<file path="src/hdl/fac_pkg.sv">
// ----------------------------------------------------------------------------
// fac_pkg: shared types and constants for follow_accel_command
// Field widths, register indexes, fixed-point constants and the stage
// records passed between the pipeline modules.
// ----------------------------------------------------------------------------
package fac_pkg;

   // Register indexes on the CSR port
   localparam logic [2:0] REG_RUN_MODE   = 3'd0;
   localparam logic [2:0] REG_SPEED_KMH  = 3'd1;
   localparam logic [2:0] REG_GAP_M      = 3'd2;
   localparam logic [2:0] REG_GAIN_ACCEL = 3'd3;
   localparam logic [2:0] REG_GAIN_SPEED = 3'd4;
   localparam logic [2:0] REG_GAIN_GAP   = 3'd5;
   localparam logic [2:0] REG_ACC_UPPER  = 3'd6;
   localparam logic [2:0] REG_ACC_LOWER  = 3'd7;

   // Reset values of the registers
   localparam logic              RST_RUN_MODE  = 1'b1;
   localparam logic [7:0]        RST_SPEED_KMH = 8'd0;
   localparam logic [7:0]        RST_GAP_M     = 8'd10;
   localparam logic signed [8:0] RST_ACC_UPPER = 9'sd20;
   localparam logic signed [8:0] RST_ACC_LOWER = -9'sd50;

   // Width of the scaled command Y = acc * 1228800
   localparam int Y_W = 40;

   // Fixed-point constants (Y units)
   localparam int ACCEL_BIAS  = 150;       // raw accel code of 0 m/s^2
   localparam int BAND_HI     = 1000;      // gap error band, cm (exclusive)
   localparam int BAND_LO     = -500;
   localparam int BRAKE_PCT   = 45;        // hard brake threshold
   localparam int BRAKE_STEP  = 3072000;   // 2.5 m/s^2 in Y units
   localparam int Y_PER_TENTH = 122880;    // 0.1 m/s^2 in Y units = 15 << 13
   localparam int CODE_OFFSET = 18432000;  // 15 m/s^2 in Y units
   localparam int TENTH_SHIFT = 13;
   localparam int RECIP_15    = 8739;      // ceil(2^17 / 15)
   localparam int RECIP_SHIFT = 17;
   localparam int CODE_MAX    = 300;

   // Configuration register file
   typedef struct packed {
      logic              run_mode;
      logic [7:0]        desired_speed_kmh;
      logic [7:0]        desired_gap_m;
      logic signed [15:0] gain_accel;
      logic signed [15:0] gain_speed;
      logic signed [15:0] gain_gap;
      logic signed [8:0] accel_upper;
      logic signed [8:0] accel_lower;
   } cfg_type;

   // One input sample
   typedef struct packed {
      logic [11:0] lead_speed_raw;
      logic [11:0] own_speed_raw;
      logic [8:0]  lead_accel_raw;
      logic [15:0] range_cm;
      logic [7:0]  lead_brake_pct;
   } sample_type;

   // Products and flags after the multiply stage
   typedef struct packed {
      logic signed [26:0] term_accel;
      logic signed [28:0] term_speed;
      logic signed [33:0] term_gap;
      logic signed [17:0] speed_err;
      logic               in_band;
      logic               hard_brake;
      logic               run_mode;
   } prod_type;

   // Clamped command ready for coding
   typedef struct packed {
      logic        positive;
      logic [12:0] eighths;   // offset command >> 13
      logic        limited;
   } clamp_type;

endpackage

</file>
<file path="src/hdl/fac_gain_mult.sv">
// ----------------------------------------------------------------------------
// fac_gain_mult: gain multiply stage
// Forms the leader accel, speed difference and gap error, multiplies each by
// its gain and registers the products with the band and brake flags.
// ----------------------------------------------------------------------------
module fac_gain_mult (
   input  logic                clock,
   input  logic                enable,
   input  fac_pkg::sample_type smp,
   input  fac_pkg::cfg_type    cfg,
   output fac_pkg::prod_type   prod_ff
);

   logic signed [10:0] acc_dev;
   logic signed [12:0] spd_diff;
   logic signed [17:0] gap_err;
   logic signed [15:0] k_accel;
   logic signed [15:0] k_speed;
   logic signed [15:0] k_gap;
   fac_pkg::prod_type  prod_in;

   // Build differences and products
   always_comb begin
      k_accel  = cfg.gain_accel;
      k_speed  = cfg.gain_speed;
      k_gap    = cfg.gain_gap;
      acc_dev  = 11'({2'b00, smp.lead_accel_raw}) - 11'(fac_pkg::ACCEL_BIAS);
      spd_diff = {1'b0, smp.lead_speed_raw} - {1'b0, smp.own_speed_raw};
      gap_err  = 18'({2'b00, smp.range_cm}) - 18'(cfg.desired_gap_m) * 18'd100;

      prod_in.term_accel = k_accel * acc_dev;
      prod_in.term_speed = k_speed * spd_diff;
      prod_in.term_gap   = k_gap * gap_err;
      prod_in.speed_err  = 18'(cfg.desired_speed_kmh) * 18'd50
                           - 18'(smp.own_speed_raw) * 18'd18;
      prod_in.in_band    = (gap_err < 18'(fac_pkg::BAND_HI))
                           && (gap_err > 18'(fac_pkg::BAND_LO));
      prod_in.hard_brake = smp.lead_brake_pct > 8'(fac_pkg::BRAKE_PCT);
      prod_in.run_mode   = cfg.run_mode;
   end

   // Hold while the pipeline is stalled
   always_ff @(posedge clock) begin
      if (enable) begin
         prod_ff <= prod_in;
      end
   end

endmodule

</file>
<file path="src/hdl/fac_combine.sv">
// ----------------------------------------------------------------------------
// fac_combine: command combine stage
// Weights the products by gap band, quadruples a negative command, applies
// the hard-brake step and selects the speed-keeping command by mode.
// ----------------------------------------------------------------------------
module fac_combine (
   input  logic                               clock,
   input  logic                               enable,
   input  fac_pkg::prod_type                  prod,
   output logic signed [fac_pkg::Y_W-1:0]     y_ff
);

   logic signed [fac_pkg::Y_W-1:0] sum_av;
   logic signed [fac_pkg::Y_W-1:0] gap_y;
   logic signed [fac_pkg::Y_W-1:0] y_lin;
   logic signed [fac_pkg::Y_W-1:0] y_neg;
   logic signed [fac_pkg::Y_W-1:0] y_dist;
   logic signed [fac_pkg::Y_W-1:0] y_speed;
   logic signed [fac_pkg::Y_W-1:0] y_in;

   // Gap-keeping law and speed-keeping command
   always_comb begin
      sum_av = fac_pkg::Y_W'(prod.term_accel) + fac_pkg::Y_W'(prod.term_speed);
      gap_y  = fac_pkg::Y_W'(prod.term_gap);
      if (prod.in_band) begin
         y_lin = sum_av * fac_pkg::Y_W'(30) + gap_y * fac_pkg::Y_W'(3);
      end else begin
         y_lin = sum_av * fac_pkg::Y_W'(15) + gap_y * fac_pkg::Y_W'(6);
      end
      y_neg  = (y_lin < 0) ? (y_lin <<< 2) : y_lin;
      y_dist = prod.hard_brake ? (y_neg - fac_pkg::Y_W'(fac_pkg::BRAKE_STEP)) : y_neg;
      y_speed = fac_pkg::Y_W'(prod.speed_err) <<< 12;
      y_in   = prod.run_mode ? y_dist : y_speed;
   end

   // Hold while the pipeline is stalled
   always_ff @(posedge clock) begin
      if (enable) begin
         y_ff <= y_in;
      end
   end

endmodule

</file>
<file path="src/hdl/fac_limit_code.sv">
// ----------------------------------------------------------------------------
// fac_limit_code: clamp and coding stages
// Clamps the command to the configured limits, offsets it by 15 m/s^2 and
// divides by 0.1 m/s^2 (shift by 13, then multiply by a reciprocal of 15).
// ----------------------------------------------------------------------------
module fac_limit_code (
   input  logic                           clock,
   input  logic                           enable,
   input  logic signed [fac_pkg::Y_W-1:0] y,
   input  logic signed [8:0]              accel_upper,
   input  logic signed [8:0]              accel_lower,
   output logic [8:0]                     code_ff,
   output logic                           limited_ff
);

   logic signed [fac_pkg::Y_W-1:0] y_upper;
   logic signed [fac_pkg::Y_W-1:0] y_lower;
   logic signed [fac_pkg::Y_W-1:0] y_clamp;
   logic signed [fac_pkg::Y_W-1:0] num;
   fac_pkg::clamp_type             clamp_in;
   fac_pkg::clamp_type             clamp_ff;
   logic [26:0]                    recip_prod;
   logic [9:0]                     quot;
   logic [8:0]                     code_in;

   // Clamp, upper limit tested first
   always_comb begin
      y_upper = fac_pkg::Y_W'(accel_upper) * fac_pkg::Y_W'(fac_pkg::Y_PER_TENTH);
      y_lower = fac_pkg::Y_W'(accel_lower) * fac_pkg::Y_W'(fac_pkg::Y_PER_TENTH);
      clamp_in.limited = 1'b1;
      if (y > y_upper) begin
         y_clamp = y_upper;
      end else if (y < y_lower) begin
         y_clamp = y_lower;
      end else begin
         y_clamp = y;
         clamp_in.limited = 1'b0;
      end
      num = y_clamp + fac_pkg::Y_W'(fac_pkg::CODE_OFFSET);
      clamp_in.positive = num > 0;
      clamp_in.eighths  = num[fac_pkg::TENTH_SHIFT +: 13];
   end

   always_ff @(posedge clock) begin
      if (enable) begin
         clamp_ff <= clamp_in;
      end
   end

   // Divide by 15 and saturate the code
   always_comb begin
      recip_prod = 27'(clamp_ff.eighths) * 27'(fac_pkg::RECIP_15);
      quot       = recip_prod[fac_pkg::RECIP_SHIFT +: 10];
      if (!clamp_ff.positive) begin
         code_in = 9'd0;
      end else if (quot > 10'(fac_pkg::CODE_MAX)) begin
         code_in = 9'(fac_pkg::CODE_MAX);
      end else begin
         code_in = quot[8:0];
      end
   end

   always_ff @(posedge clock) begin
      if (enable) begin
         code_ff    <= code_in;
         limited_ff <= clamp_ff.limited;
      end
   end

endmodule

</file>
<file path="src/hdl/follow_accel_command.sv">
// ----------------------------------------------------------------------------
// follow_accel_command: longitudinal acceleration command for a follower
// Computes a coded acceleration command from leader/follower sensor data.
// ----------------------------------------------------------------------------
// Usage:
//   req_*  carries one sensor sample per transaction (speeds, leader accel,
//          range, leader brake pedal), packed in req_tdata.
//   rsp_*  returns one transaction per sample: accel_code in rsp_tdata and
//          the clamp flag in rsp_tuser, in sample order.
//   csr_*  writes one register per transaction (index, data); it is always
//          ready. Write only while no sample is in flight.
// Pipeline: a sample passes from the input register, loaded at the accepting
//   edge, through the gain multiply, combine, clamp and divide-by-15 coding
//   registers to rsp_*.
// Throughput: one sample per cycle while the result channel is not stalled;
//   the five-stage register pipeline holds up to five samples at once.
// Stall: when rsp_tready is low with a result waiting, the whole pipeline
//   holds and req_tready drops in the same cycle; no result is lost.
// Reset: clears all pipeline valid bits and loads the register defaults
//   (distance mode, gap 10 m, limits +2.0 / -5.0 m/s^2, gains zero).
// ----------------------------------------------------------------------------
module follow_accel_command (
   input  logic        clock,
   input  logic        reset,
   // sample channel
   input  logic        req_tvalid,
   output logic        req_tready,
   // lead_speed_raw[11:0], own_speed_raw[23:12], lead_accel_raw[32:24],
   // range_cm[48:33], lead_brake_pct[56:49], zero fill [63:57]
   input  logic [63:0] req_tdata,
   // result channel
   output logic        rsp_tvalid,
   input  logic        rsp_tready,
   // accel_code[8:0], zero fill [15:9]
   output logic [15:0] rsp_tdata,
   // limited[0]
   output logic        rsp_tuser,
   // register write channel
   input  logic        csr_valid,
   output logic        csr_ready,
   input  logic [2:0]  csr_index,
   input  logic [15:0] csr_wdata
);

   fac_pkg::cfg_type                cfg_ff;
   fac_pkg::sample_type             smp_ff;
   fac_pkg::sample_type             smp_in;
   fac_pkg::prod_type               prod;
   logic signed [fac_pkg::Y_W-1:0]  y_cmd;
   logic [8:0]                      code;
   logic                            limited;
   logic [4:0]                      valid_ff;
   logic [4:0]                      valid_in;
   logic                            enable;

   // Advance the pipeline unless a result is held back
   assign enable     = !valid_ff[4] || rsp_tready;
   assign req_tready = enable;
   assign csr_ready  = 1'b1;

   // Register file
   always_ff @(posedge clock) begin
      if (reset) begin
         cfg_ff.run_mode          <= fac_pkg::RST_RUN_MODE;
         cfg_ff.desired_speed_kmh <= fac_pkg::RST_SPEED_KMH;
         cfg_ff.desired_gap_m     <= fac_pkg::RST_GAP_M;
         cfg_ff.gain_accel        <= '0;
         cfg_ff.gain_speed        <= '0;
         cfg_ff.gain_gap          <= '0;
         cfg_ff.accel_upper       <= fac_pkg::RST_ACC_UPPER;
         cfg_ff.accel_lower       <= fac_pkg::RST_ACC_LOWER;
      end else if (csr_valid) begin
         case (csr_index)
            fac_pkg::REG_RUN_MODE:   cfg_ff.run_mode          <= csr_wdata[0];
            fac_pkg::REG_SPEED_KMH:  cfg_ff.desired_speed_kmh <= csr_wdata[7:0];
            fac_pkg::REG_GAP_M:      cfg_ff.desired_gap_m     <= csr_wdata[7:0];
            fac_pkg::REG_GAIN_ACCEL: cfg_ff.gain_accel        <= csr_wdata;
            fac_pkg::REG_GAIN_SPEED: cfg_ff.gain_speed        <= csr_wdata;
            fac_pkg::REG_GAIN_GAP:   cfg_ff.gain_gap          <= csr_wdata;
            fac_pkg::REG_ACC_UPPER:  cfg_ff.accel_upper       <= csr_wdata[8:0];
            fac_pkg::REG_ACC_LOWER:  cfg_ff.accel_lower       <= csr_wdata[8:0];
            default: begin
            end
         endcase
      end
   end

   // Unpack the sample transaction
   always_comb begin
      smp_in.lead_speed_raw = req_tdata[11:0];
      smp_in.own_speed_raw  = req_tdata[23:12];
      smp_in.lead_accel_raw = req_tdata[32:24];
      smp_in.range_cm       = req_tdata[48:33];
      smp_in.lead_brake_pct = req_tdata[56:49];
   end

   // Input register
   always_ff @(posedge clock) begin
      if (enable) begin
         smp_ff <= smp_in;
      end
   end

   // Shift the valid bits along with the data
   assign valid_in = {valid_ff[3:0], req_tvalid};

   always_ff @(posedge clock) begin
      if (reset) begin
         valid_ff <= '0;
      end else if (enable) begin
         valid_ff <= valid_in;
      end
   end

   fac_gain_mult u_mult (
      .clock   (clock),
      .enable  (enable),
      .smp     (smp_ff),
      .cfg     (cfg_ff),
      .prod_ff (prod)
   );

   fac_combine u_combine (
      .clock  (clock),
      .enable (enable),
      .prod   (prod),
      .y_ff   (y_cmd)
   );

   fac_limit_code u_limit (
      .clock       (clock),
      .enable      (enable),
      .y           (y_cmd),
      .accel_upper (cfg_ff.accel_upper),
      .accel_lower (cfg_ff.accel_lower),
      .code_ff     (code),
      .limited_ff  (limited)
   );

   // Result channel
   assign rsp_tvalid = valid_ff[4];
   assign rsp_tdata  = {7'd0, code};
   assign rsp_tuser  = limited;

endmodule
</file>
<file path="config.mk">
export PLATFORM = sky130hd
export DESIGN_NAME = follow_accel_command
export DESIGN_NICKNAME = d
export VERILOG_FILES = /design/src/hdl/fac_pkg.sv /design/src/hdl/fac_gain_mult.sv /design/src/hdl/fac_combine.sv /design/src/hdl/fac_limit_code.sv /design/src/hdl/follow_accel_command.sv
export SDC_FILE = /design/constraint.sdc
export NUM_CORES = 2
export LEC_CHECK = 0
export ABC_AREA = 0
export BUFFER_PORTS_ARGS = -buffer_cell sky130_fd_sc_hd__buf_2
export CORE_MARGIN = 8
export CORE_UTILIZATION = 35
export CTS_CLUSTER_DIAMETER = 60
export CTS_CLUSTER_SIZE = 8
export DETAILED_ROUTE_END_ITERATION = 8
export MAX_ROUTING_LAYER = met4
export PLACE_DENSITY = 0.47
export SYNTH_ARGS = -nofsm -noshare
export SYNTH_HDL_FRONTEND = slang
export SYNTH_SLANG_ARGS = --single-unit
</file>
<file path="constraint.sdc">
create_clock -name clock -period 13.3 [get_ports clock]
set_input_delay 0.665 -clock clock [delete_from_list [all_inputs] [get_ports clock]]
set_output_delay 0.665 -clock clock [all_outputs]
set_load 0.02 [all_outputs]
</file>
# Yosys cells after proc, flatten, opt, wreduce, memory -nomap -nowiden
# Cells that the tools add are included.
dict set report word_totals {
  n_memories 0
  rom_bits 0
  mem_bits_rw 0
  inputBits 88
  reg_bits 321
  latchBits 0
}
dict set report op_classes {
  n_bitwise 1
  n_div 0
  eq_ne 7
  magnitude_cmp 8
  addsub 9
  n_mux 8
  n_mul 13
  shift 0
  n_reduce_logical 13
}
# operator count
set ops {}
lappend ops {{2-to-1 mux 40 bit} 6}
lappend ops {{adder 40 bit} 2}
lappend ops {{multiplier 34 x 3 -> 37 bit (second input constant)} 2}
lappend ops {{adder 40 x 26 -> 40 bit (second input constant)} 1}
lappend ops {{> comparator 40 x 1 -> 1 bit (second input constant)} 1}
lappend ops {{> comparator 40 bit} 1}
lappend ops {{< comparator 40 x 1 -> 1 bit (second input constant)} 1}
lappend ops {{< comparator 40 bit} 1}
lappend ops {{multiplier 40 x 5 -> 39 bit (second input constant)} 1}
lappend ops {{multiplier 40 x 5 -> 40 bit (second input constant)} 1}
lappend ops {{subtractor 40 x 23 -> 40 bit (second input constant)} 1}
lappend ops {{multiplier 16 x 17 -> 33 bit} 1}
lappend ops {{adder 27 x 29 -> 30 bit} 1}
lappend ops {{multiplier 16 x 13 -> 29 bit} 1}
lappend ops {{multiplier 9 x 5 -> 14 bit (second input constant)} 2}
lappend ops {{multiplier 13 x 14 -> 27 bit (second input constant)} 1}
lappend ops {{multiplier 16 x 10 -> 26 bit} 1}
lappend ops {{multiplier 8 x 5 -> 13 bit (second input constant)} 2}
lappend ops {{subtractor 14 x 17 -> 18 bit} 1}
lappend ops {{> comparator 17 x 10 -> 1 bit (second input constant)} 1}
lappend ops {{< comparator 17 x 11 -> 1 bit (second input constant)} 1}
lappend ops {{subtractor 16 x 15 -> 17 bit} 1}
lappend ops {{multiplier 12 x 4 -> 16 bit (second input constant)} 1}
lappend ops {{AND reduction 2 bit} 8}
lappend ops {{other kinds (15)} 19}

# Depth between registers and ports, before layout
dict set report logic_depth {
  word_depth 9
  ltp_mapped 48
}

# Modules after synthesis
# Synthesis repeated with hierarchy kept, for this count alone.
dict set report unflattened {
  cells_unflattened 6240
  hier_area_um2 58438.5
}
# mod n_inst seq_area_each_um2 area_each_um2 cells_per_inst
set by_module_without_submodules {}
lappend by_module_without_submodules {fac_gain_mult 1 3243.1 30665.7 3180}
lappend by_module_without_submodules {fac_combine 1 1201.2 16408.2 1903}
lappend by_module_without_submodules {fac_limit_code 1 750.7 6399.9 720}
lappend by_module_without_submodules {follow_accel_command 1 3473.3 4964.8 437}

# Worst setup path after synthesis
# Ideal clock, no wire load.
dict set report synth_path {
  kind {register -> register}
  start {register cfg_ff[68] in the netlist's numbering}
  end {register u_mult.prod_ff[53] in the netlist's numbering (data pin)}
  stages_incl_launch_ff 41
  slack_ns 3.894
  setup_ns 0.260
  required_ns 13.040
  t_arrival_ns 9.146
  cell_sequence {dfxtp_1 ha_1 ha_1 inv_1 fa_1 inv_1 ha_1 a21oi_1 o21ai_0 and2_1 o21ai_0 nand2b_1 xnor2_1 ha_1 inv_1 o21bai_1 a21o_1 a21oi_1 [... 5 more ...] fa_1 inv_1 fa_1 fa_1 fa_1 inv_1 fa_1 ha_1 and3_1 o211ai_1 a31oi_1 a41oi_1 a211oi_1 a31o_2 nor4_1 o41ai_1 a21oi_1 xnor2_1}
}
# item line
set synth_rtl {}
lappend synth_rtl {{from (decl)} follow_accel_command.sv:45} ;# fac_pkg::cfg_type cfg_ff;
lappend synth_rtl {{to (signal assigned)} fac_gain_mult.sv:45} ;# prod_ff <= prod_in;
lappend synth_rtl {{to (decl)} fac_gain_mult.sv:11} ;# output fac_pkg::prod_type prod_ff

# Worst setup path in the final report
dict set report layout_path {
  start {register u_mult.prod_ff[55] in the netlist's numbering}
  end {register u_combine.y_ff[16] in the netlist's numbering (data pin)}
}
dict set report layout_between {
  elab_chain_cells 9
}
# item line
set layout_lines {}
lappend layout_lines {{adder 27 x 29 -> 30 bit (*)} fac_combine.sv:23} ;# sum_av = fac_pkg::Y_W'(prod.term_accel) + fac_pkg::Y_W'(prod.term_speed);
lappend layout_lines {{multiplier 40 x 5 -> 40 bit or multiplier 40 x 5 -> 39 bit (tied branches)} {fac_combine.sv:28, fac_combine.sv:26}}
lappend layout_lines {{adder 40 bit (on tied branches)} {fac_combine.sv:28, fac_combine.sv:26}}
lappend layout_lines {{2-to-1 mux 40 bit (*)} fac_combine.sv:25} ;# if (prod.in_band) begin
lappend layout_lines {{< comparator 40 x 1 -> 1 bit} fac_combine.sv:30} ;# y_neg = (y_lin < 0) ? (y_lin <<< 2) : y_lin;
lappend layout_lines {{2-to-1 mux 40 bit (*)} fac_combine.sv:30}
lappend layout_lines {{subtractor 40 x 23 -> 40 bit} fac_combine.sv:31} ;# y_dist = prod.hard_brake ? (y_neg - fac_pkg::Y_W'(fac_pkg::BRAKE_STEP)) : y_neg;
lappend layout_lines {{2-to-1 mux 40 bit (*)} fac_combine.sv:31}
lappend layout_lines {{2-to-1 mux 40 bit (*)} fac_combine.sv:33} ;# y_in = prod.run_mode ? y_dist : y_speed;
lappend layout_lines {{net u_combine.y_in, one bit} fac_combine.sv:19} ;# logic signed [fac_pkg::Y_W-1:0] y_in;
lappend layout_lines {{to (signal assigned)} fac_combine.sv:39} ;# y_ff <= y_in;
lappend layout_lines {{to (decl)} fac_combine.sv:10} ;# output logic signed [fac_pkg::Y_W-1:0] y_ff
# Mark *: on every way through the listed nets, which the timed path passes. The rest lies on a longest branch.
# A chain may end at the register's enable or synchronous reset.

==> results by group <==
Job
  – Max-Cap Viols: 0

Routing
  – Routed Antenna Nets: 0
  – Via density: between 4 and 5
  – WL final: ~160 mm
  – DR WL/cell: roughly 18 um
  – Initial drt markers: about 2200
  – Post-route DRC: 0
  – Vias: roughly 42000
  – Initial DRT Pass Iterations: 5

GRT
  – Grt total ovfl: 0
  – Gr busiest metal: met2
  – Met1 usage: a little under a quarter
  – All-Layer GR Usage: 17.8%
  – First-pass GRT wire length: roughly 250 mm
  – Vias in the first global route: around 44000
  – Initial antenna violation count: 7
  – Grt met3 use: ~2.5%
  – Met2 Track Usage GR: between 20% and 30%
  – Pin count of the biggest net entering global routing: roughly 110

Synthesis
  – Yosys cell types: about 110
  – Post-Synthesis Cells: about 6300
  – Avg Cell Area, Syn: ~9.2 um2
  – Synth Cell Area: between 50000 and 60000 um2
  – Post-synth top flop: edfxtp_1
  – YS warnings: 0
  – FFs w/ async S/R, synth: 0%
  – Post-synthesis sequential area ratio: about 15%
  – Seq cells post-synth: about 320
  – EDFF count, synth: about 230

Worst setup path
  – Worst-path fanout max: 18
  – CP max-delay cell: xor2_1
  – CP startpoint kind: flip-flop
  – Max incr delay on CP: about 740 ps
  – Worst EP required: 13860 ps
  – CP Capture Type: flip-flop
  – Critical path class: reg2reg
  – CP arrival: approximately 12000 ps

Timing
  – Normalized max-slew margin: between 20% and 30%
  – Worst Tran Pin Value: 1180 ps
  – Final setup fails: 0
  – Min Hold Slack: ~140 ps
  – Max Clock Skew: around 57 ps
  – Endpoints failing hold: 0
  – Fmax: 86.9 MHz
  – Max Slew Vio Count: 0
  – RSZ-0062 raised after global routing: no
  – Fin crit period: roughly 12000 ps
  – Final period utilization: between 80% and 90%
  – Final TNS setup: 0 ps

Layout
  – Register area: around 8600 um2
  – Fillers: approximately 17000
  – Final core utilization: 38.1%
  – Area growth syn-to-layout: 8.49%
  – Final Net Count: 7986
  – Layout cells sized above 1: roughly 5.2%
  – Multi-input gate area: 44400 um2

Floorplanning
  – Standard-cell rows: between 100 and 150
  – Core region area: ~160000 um2
  – # IOs: ~110
  – Die H: approximately 420 um
  – Initial Utilization: between 30% and 40%
  – Die ar.: between 150000 and 200000 um2
  – Die Wd: around 420 um

Clock network
  – Root Driver: clkbuf_16
  – Clock Sinks: approximately 320
  – Skew-Pair Late Insertion Delay: 700 ps
  – Cts repair resizes: 0
  – Max clock buf depth: 3
  – Num CTS Buffers: 57
  – Setup bufs post-CTS: 0
  – Register clock-pin slew on the reported worst setup and hold paths: approximately 60 ps
  – Hold Buf Count CTS: 0
  – CTS tree: done
  – H-tree depth: 2

Placement
  – I/O Buffers: 91
  – Post-DP HPWL: ~130 mm
  – Gpl congestion: 0.865

Run status
  – Status: complete, no violations

Min path
  – Hold crit path type: in2reg
-- cells in the mapped netlist (all sizes together), types with 8 or more instances --
library cell     n  area share, %
a211oi          37           0.52
nand4           27           0.29
fa             796             28
o221ai           8           0.12
nand3b          13           0.17
edfxtp         229             12
nor2b           78           0.87
inv           1097            7.1
a21o           124            1.6
and2           238            2.6
mux2            12           0.24
a21oi          377            3.3
o211ai          19           0.25
dfxtp           88            3.0
xor2           113            1.7
nor4            19           0.24
nor2           246            1.6
a311oi           9           0.15
o21ai          177            1.6
o41ai            9           0.15
ha             758             16
o31a            14           0.23
xnor2          274            4.2
a211o           13           0.20
nand3           66           0.59
nor3            83           0.73
or2             21           0.23
o31ai           18           0.27
o21a            37           0.48
a2111oi          8           0.12
clkbuf         150            1.1
nand2          660            4.3
a31oi           44           0.49
o21bai          69           0.90
or3             22           0.25
a31o            10           0.15
mux2i           25           0.43
and3            39           0.42
buf             23           0.29
nand2b         116            1.3
a21boi          11           0.14
-- per-stage QoR --
| step | area (um2) | std cells | setup slack (ps) |
|---|---|---|---|
| after global routing | 62700 | 8585 | 1040 |
| after global placement | 60800 | 8474 | 1900 |
| after floorplan | 57800 | 6301 | 3890 |
| after CTS | 62700 | 8579 | 1720 |
| final | 62700 | 8590 | 1790 |
| after detailed placement | 60800 | 8474 | 1790 |
-- cell type report --
cell class | count | area share [%]
antenna | 11 | 0.0439
clock buffer | 85 | 2.56
multi-input combinational | 4714 | 70.7
timing repair buffer | 157 | 1.52
clock inverter | 20 | 0.417
tap | 2189 | 4.37
inverter | 1097 | 6.58
sequential | 317 | 13.8
-- logic make-up (layout without fill, tap and decap cells) --
kind of cell    count (synthesis)  in the layout  share of synthesized area, %
simple gates                 1665           1665                          14.1
fa+ha+maj                    1554           1554                          44.0
buf+inv                      1270           1359                          8.50
compound gates               1062           1062                          11.9
xor+xnor                      387            387                          5.86
flops                         317            317                          14.9
mux                            38             38                         0.712
other cells                     2             19                        0.0130
-- final timing paths --
path,start,endpoint,slack [ps],depth (start not counted)
worst max-delay path,u_mult.prod_ff[55],u_combine.y_ff[16],1790,42
worst min-delay path,req_tdata[5],smp_ff[50],140,1
worst max register to register,u_mult.prod_ff[55],u_combine.y_ff[16],1790,42
worst min register to register,u_limit.clamp_ff[0],u_limit.limited_ff,420,0
-- layer usage --
layer	share of wire, %	wire length, um
met3	3.7	5760
met5	0	0
met1	46	70800
met2	47	73100
met4	3.7	5710
-- cell usage in the layout (no fill, tap or decap), drive strengths merged, types with 83 or more instances in the layout --
cell,netlist,final
fa,796,796
clkbuf,150,85
edfxtp,229,229
nor2,246,246
dfxtp,88,88
inv,1097,1099
nand2b,116,116
and2,238,238
o21ai,177,177
xnor2,274,274
ha,758,758
nand2,660,660
nor3,83,83
xor2,113,113
a21o,124,124
a21oi,377,377
buf,23,157
-- state kept, by name, summed over array words and instances (netlist names) --
register / cells
u_mult.prod_ff: 108
cfg_ff: 83
smp_ff: 56
u_combine.y_ff: 40
u_limit.clamp_ff: 15
u_limit.code_ff: 9
valid_ff: 5
u_limit.limited_ff: 1
-- critical path: cells and delay by family, from the launching register on --
family	cells	cell delay (ps)
adder cells (fa/ha/maj)	6	2280
AO/OA/AOI/OAI	21	5220
AND/OR/NAND/NOR	5	930
XOR/XNOR	4	1550
buffers and inverters	5	760
flip-flops	1	320
multiplexers	1	250
Power is not shown: default switching activity piles up to over one toggle a cycle in this logic, so the estimate is an artifact.
